===== src/rtl/rope_2d_pair_rotator_macros.svh =====
// Assertion macros used by the top RTL file of the pair rotator.
`ifndef ROPE_2D_PAIR_ROTATOR_MACROS_SVH
`define ROPE_2D_PAIR_ROTATOR_MACROS_SVH
`ifndef NO_ASSERTIONS
`define RP_ASSERT_NOW(lbl, ante, cons, msg) \
	lbl: assert property (@(posedge clk) disable iff (!arst_n) (ante) |-> (cons)) else $error(msg);
`define RP_ASSERT_NEXT(lbl, ante, cons, msg) \
	lbl: assert property (@(posedge clk) disable iff (!arst_n) (ante) |=> (cons)) else $error(msg);
`else
`define RP_ASSERT_NOW(lbl, ante, cons, msg)
`define RP_ASSERT_NEXT(lbl, ante, cons, msg)
`endif
`endif


===== src/rtl/rp_pkg.sv =====
`timescale 1ns / 1ps
`default_nettype none
package rp_pkg;

	localparam int QUARTER = 16;
	localparam int POSITION_BITS = 16;
	localparam int DATA_BITS = 16;
	localparam int PAIR_BITS = 4;
	localparam int PAIRS = 1 << PAIR_BITS;
	localparam int LOG2_BITS = 22;
	localparam int CORDIC_STAGES = 24;
	localparam int CORDIC_PER_SLOT = 3;
	localparam int CORDIC_SLOTS = CORDIC_STAGES / CORDIC_PER_SLOT;

	localparam logic [31:0] INV_TWO_PI = 32'd683565276;
	localparam logic signed [31:0] CORDIC_GAIN = 32'sd652032874;

	localparam logic [0:0] CFG_LOG2_BASE = 1'b0;
	localparam logic [0:0] CFG_INVERSE = 1'b1;

	localparam logic signed [31:0] ATAN_TAB [CORDIC_STAGES] = '{
		32'sh20000000, 32'sh12E4051E, 32'sh09FB385B, 32'sh051111D4, 32'sh028B0D43,
		32'sh0145D7E1, 32'sh00A2F61E, 32'sh00517C55, 32'sh0028BE53, 32'sh00145F2F,
		32'sh000A2F98, 32'sh000517CC, 32'sh00028BE6, 32'sh000145F3, 32'sh0000A2FA,
		32'sh0000517D, 32'sh000028BE, 32'sh0000145F, 32'sh00000A30, 32'sh00000518,
		32'sh0000028C, 32'sh00000146, 32'sh000000A3, 32'sh00000051
	};

	typedef struct packed {
		logic signed [DATA_BITS-1:0] u_value;
		logic signed [DATA_BITS-1:0] v_value;
		logic [POSITION_BITS-1:0] axis_position;
		logic [PAIR_BITS-1:0] pair_index;
	} in_item_t;

	typedef struct packed {
		logic signed [DATA_BITS-1:0] u_rotated;
		logic signed [DATA_BITS-1:0] v_rotated;
		logic saturated;
	} out_item_t;

	function automatic logic [63:0] isqrt64(input logic [63:0] n_in);
		logic [63:0] n;
		logic [63:0] res;
		logic [63:0] bits;
		n = n_in;
		res = 64'd0;
		bits = 64'd1 << 62;
		for (int i = 0; i < 32; i++) begin
			if (n >= res + bits) begin
				n = n - (res + bits);
				res = (res >> 1) + bits;
			end else begin
				res = res >> 1;
			end
			bits = bits >> 2;
		end
		return res;
	endfunction

	function automatic logic [31:0] root_const(input int k);
		logic [63:0] r;
		r = 64'd1 << 31;
		for (int j = 1; j <= k; j++) begin
			r = isqrt64(r << 32);
		end
		return r[31:0];
	endfunction

	localparam logic [31:0] ROOT_TAB [PAIRS] = '{
		root_const(1), root_const(2), root_const(3), root_const(4),
		root_const(5), root_const(6), root_const(7), root_const(8),
		root_const(9), root_const(10), root_const(11), root_const(12),
		root_const(13), root_const(14), root_const(15), root_const(16)
	};

endpackage
`default_nettype wire


===== src/rtl/rp_rate_gen.sv =====
`timescale 1ns / 1ps
`default_nettype none
module rp_rate_gen (
	input wire logic clk,
	input wire logic arst_n,
	input wire logic start,
	input wire logic [rp_pkg::LOG2_BITS-1:0] log2_base,
	input wire logic [rp_pkg::PAIR_BITS-1:0] rd_index,
	output logic [31:0] rd_rate,
	output logic busy
);

	typedef enum logic [2:0] {
		ST_IDLE, ST_EXP, ST_STEP, ST_HI, ST_RATE, ST_RATE_HI
	} state_t;

	localparam int EXP_BITS = rp_pkg::LOG2_BITS + rp_pkg::PAIR_BITS;

	state_t state_q;
	logic [rp_pkg::PAIR_BITS-1:0] d_q;
	logic [3:0] k_q;
	logic [15:0] ef_q;
	logic [5:0] ei_q;
	logic [31:0] acc_q;
	logic one_q;
	logic [47:0] lo_q;
	logic [31:0] table_q [rp_pkg::PAIRS];

	logic [EXP_BITS-1:0] e_full;
	logic [EXP_BITS-1:0] e_val;
	logic [31:0] mul_b;
	logic [47:0] mul_lo;
	logic [47:0] mul_hi;
	logic [63:0] prod;
	logic bit_set;

	always_comb begin
		e_full = EXP_BITS'(log2_base) * EXP_BITS'(d_q);
		e_val = e_full / EXP_BITS'(rp_pkg::QUARTER);
		mul_b = (state_q == ST_STEP || state_q == ST_HI) ? rp_pkg::ROOT_TAB[k_q]
			: rp_pkg::INV_TWO_PI;
		mul_lo = 48'(acc_q[15:0]) * 48'(mul_b);
		mul_hi = 48'(acc_q[31:16]) * 48'(mul_b);
		prod = {mul_hi, 16'd0} + {16'd0, lo_q};
		bit_set = ef_q[4'd15 - k_q];
	end

	assign rd_rate = table_q[rd_index];
	assign busy = (state_q != ST_IDLE);

	always_ff @(posedge clk or negedge arst_n) begin
		if (!arst_n) begin
			state_q <= ST_EXP;
			d_q <= '0;
			k_q <= '0;
		end else if (start) begin
			state_q <= ST_EXP;
			d_q <= '0;
		end else begin
			unique case (state_q)
				ST_IDLE: begin
				end
				ST_EXP: begin
					ef_q <= e_val[15:0];
					ei_q <= e_val[21:16];
					one_q <= 1'b1;
					acc_q <= '0;
					k_q <= '0;
					state_q <= ST_STEP;
				end
				ST_STEP: begin
					if (bit_set && !one_q) begin
						lo_q <= mul_lo;
						state_q <= ST_HI;
					end else begin
						if (bit_set) begin
							acc_q <= rp_pkg::ROOT_TAB[k_q];
							one_q <= 1'b0;
						end
						k_q <= k_q + 4'd1;
						if (k_q == 4'd15) begin
							state_q <= ST_RATE;
						end
					end
				end
				ST_HI: begin
					acc_q <= prod[63:32];
					k_q <= k_q + 4'd1;
					state_q <= (k_q == 4'd15) ? ST_RATE : ST_STEP;
				end
				ST_RATE: begin
					if (one_q) begin
						table_q[d_q] <= rp_pkg::INV_TWO_PI >> ei_q;
						d_q <= d_q + 1'b1;
						state_q <= (d_q == '1) ? ST_IDLE : ST_EXP;
					end else begin
						lo_q <= mul_lo;
						state_q <= ST_RATE_HI;
					end
				end
				ST_RATE_HI: begin
					table_q[d_q] <= prod[63:32] >> ei_q;
					d_q <= d_q + 1'b1;
					state_q <= (d_q == '1) ? ST_IDLE : ST_EXP;
				end
				default: begin
					state_q <= ST_IDLE;
				end
			endcase
		end
	end

endmodule
`default_nettype wire


===== config.mk =====
export PLATFORM = sky130hd
export DESIGN_NAME = rp_rate_gen
export DESIGN_NICKNAME = d
export VERILOG_FILES = /design/src/rtl/rope_2d_pair_rotator_macros.svh /design/src/rtl/rp_pkg.sv /design/src/rtl/rp_rate_gen.sv
export SDC_FILE = /design/constraint.sdc
export NUM_CORES = 2
export LEC_CHECK = 0
export ABC_AREA = 1
export BUFFER_PORTS_ARGS = -buffer_cell sky130_fd_sc_hd__buf_2
export CAP_MARGIN = 40
export CELL_PAD_IN_SITES_DETAIL_PLACEMENT = 1
export CELL_PAD_IN_SITES_GLOBAL_PLACEMENT = 2
export CORE_UTILIZATION = 40
export CTS_CLUSTER_SIZE = 25
export DETAILED_ROUTE_END_ITERATION = 12
export PLACE_DENSITY_LB_ADDON = 0.1
export SLEW_MARGIN = 10
export SYNTH_ARGS = -nofsm -noshare
export SYNTH_HDL_FRONTEND = slang
export SYNTH_SLANG_ARGS = --single-unit

===== constraint.sdc =====
create_clock -name clk -period 28.5 [get_ports clk]
set_clock_uncertainty 0.15 [all_clocks]
set_input_delay 5.7 -clock clk [delete_from_list [all_inputs] [get_ports clk]]
set_output_delay 5.7 -clock clk [all_outputs]
set_load 0.02 [all_outputs]

==> results.ini <==
[logic_synthesis]
ys.flop_type = edfxtp_1
yosys-top-cells-count = nand2_1, inv_1, fa_1
synth_edf_count = 599
async_flop_share = 0.01803
synth_top_area_cell = edfxtp_1
synth_cell_types = 62
synth_top_area_share = 0.2807
yosys-top-cells-area = edfxtp_1, fa_1, nand2_1
syn_inst = 7303
avgSynthCellArea_sq_um = 8.775
ys_ff_latch = 610
synthMostInstantiatedCell = nand2_1
netlist_area_sq_mm = 0.06409
yosys_warnings = 0
ys_seq_area_frac = 0.2850
syn_nets = 8523

[global_route]
antenna_found_initial = 6
grt_pass1_vias = 54822
grt_max_degree = 220
grt_pass1_wl_microns = 363100
grt_use_total = 0.3065
grt_overflow = 0

[timing]
hold_viol = 0
fin_setup_tns_ps = 0
slew_viol_final = 0
finalCritPeriodShare = 0.5030
hold_ws_ps = 484.9
tightest_slew_ps = 1123
slew_headroom = 0.2514
final-setup-viol-count = 0
max_freq_mhz = 69.75
min_period_ps = 14340
rsz0062_at_grt = false

[cts]
htree_levels = 3
cts_sinks = 610
cts_buffers = 67
worstSkewPairLatency_ps = 680
cts_hold_buf = 0
clk_path_buf_depth = 3
post-cts-setup-buffers = 0
clkTransAtPathRegs_ps = 60
cts_root_buf = clkbuf_16
cts_tree = yes
postCtsResizedCells = 0

[cells_and_area]
nFillCells = 18485
utilization = 0.4381
layoutNonFillerInstCount = 9417
num_antenna_cells = 0
drive_gt1_frac = 0.05568
final_nets = 8512
syn2layout_area_growth_pct = 8.532

[place]
dp.cells = 9295
gp_congestion = 0.9319
hpwl_microns = 187400
port-buffer-count = 61

[floorplanning]
fp.dieW_microns = 402.3
fp.dieH_microns = 402.3
core_region_area_sq_mm = 0.1587
fp.dieArea_sq_mm = 0.1618
core.rowCount = 146
start_util = 0.4037
io_pins = 62

[run_status]
status = finished clean

[routing]
drt_iter0_drc = 3576
num_vias = 50886
wire_per_inst_microns = 26.16
viasPerCell = 5.404
antenna_violating_nets_post_route = 0
first_pass_iters = 5
wl_microns = 246400
drc = 0

[critical_path]
worst-path-max-fanout = 219
required_ps = 22650
cp-end-kind = output port
start_kind = input port
crit_type = input port to output port
critPathArrivalTime_ps = 8490

[hold_path]
hold_class = register to register

[job]
cap_violations = 0

per-layer routing:
layer	up-vias	GRT usage	share of wire	routed length, microns
li1	22667	-	-	-
met1	26467	0.4069	0.43	106300
met2	1320	0.5045	0.47	115900
met3	426	0.03422	0.048	11820
met4	6	0.1379	0.050	12330
met5	-	0	0.00019	46
worst max-delay path, cell delays in order:
cell      delay (ps)
buf_8            750
buf_12           760
a21oi_1          160
o21ai_0          110
o21ai_0          120
o211ai_1         200
nand2_1          150
buf_2            200
registers in the layout, summed over array words and instances (netlist names):
signal,count
state_q,3
ei_q,6
acc_q,32
one_q,1
table_q,512
d_q,4
ef_q,16
lo_q,32
k_q,4
area by class of cell:
| cell class | instances | area [sq um] | share of cell area |
|---|---|---|---|
| clock inverter | 39 | 452.9 | 0.006512 |
| multi-input combinational | 4852 | 39070 | 0.5617 |
| timing repair buffer | 220 | 1609 | 0.02313 |
| tap | 2072 | 2592 | 0.03727 |
| inverter | 1541 | 5792 | 0.08327 |
| sequential | 610 | 18260 | 0.2626 |
| clock buffer | 83 | 1778 | 0.02556 |
final timing paths:
check                                            to  cells after the start              startpoint  slack (ps)
max                                     rd_rate[18]                      8             rd_index[0]       14160
min                          state_q[1]$_DFFE_PN0P_                      2  state_q[1]$_DFFE_PN0P_         480
max reg2reg                table_q[2][24]$_DFFE_PP_                     46      k_q[0]$_DFFE_PN0P_       15680
min reg2reg                  state_q[1]$_DFFE_PN0P_                      2  state_q[1]$_DFFE_PN0P_         480
max in group asynchronous    state_q[0]$_DFFE_PN1P_                      1                  arst_n       23130
min in group asynchronous        d_q[3]$_DFFE_PN0P_                      1                  arst_n        4780
logic make-up (layout without fill, tap and decap cells):
family / Yosys count / count (layout) / synth area share
compound gates: 837 / 837 / 0.07519
xor+xnor: 100 / 100 / 0.01378
fa+ha+maj: 1191 / 1191 / 0.3349
buf+inv: 1841 / 1883 / 0.1084
flops: 610 / 610 / 0.2850
mux: 128 / 128 / 0.01999
simple gates: 2596 / 2596 / 0.1627
layout by cell type, fill, tap and decap left out, types with 32 or more instances in the layout:
cell and instances:
buf_2 59, mux2i_1 128, nor2_1 493, edfxtp_1 599, xor2_1 59, a21oi_1 306
inv_1 1516, ha_1 317, a31oi_1 32, clkbuf_16 68, nand3_1 262, o211ai_1 139
nand2_1 1692, buf_4 149, nand4_1 38, o21ai_0 264, xnor2_1 40, fa_1 874
metrics by stage:
stage / cell area [sq um] / setup WS (ps)
floorplan: 64090 / 15360
global placement: 66970 / 14320
detailed placement: 67320 / 14220
CTS: 69550 / 14240
global route: 69550 / 13990
finish: 69550 / 14160
Power is not shown: default switching activity piles up to over one toggle a cycle in this logic, so the estimate is an artifact.
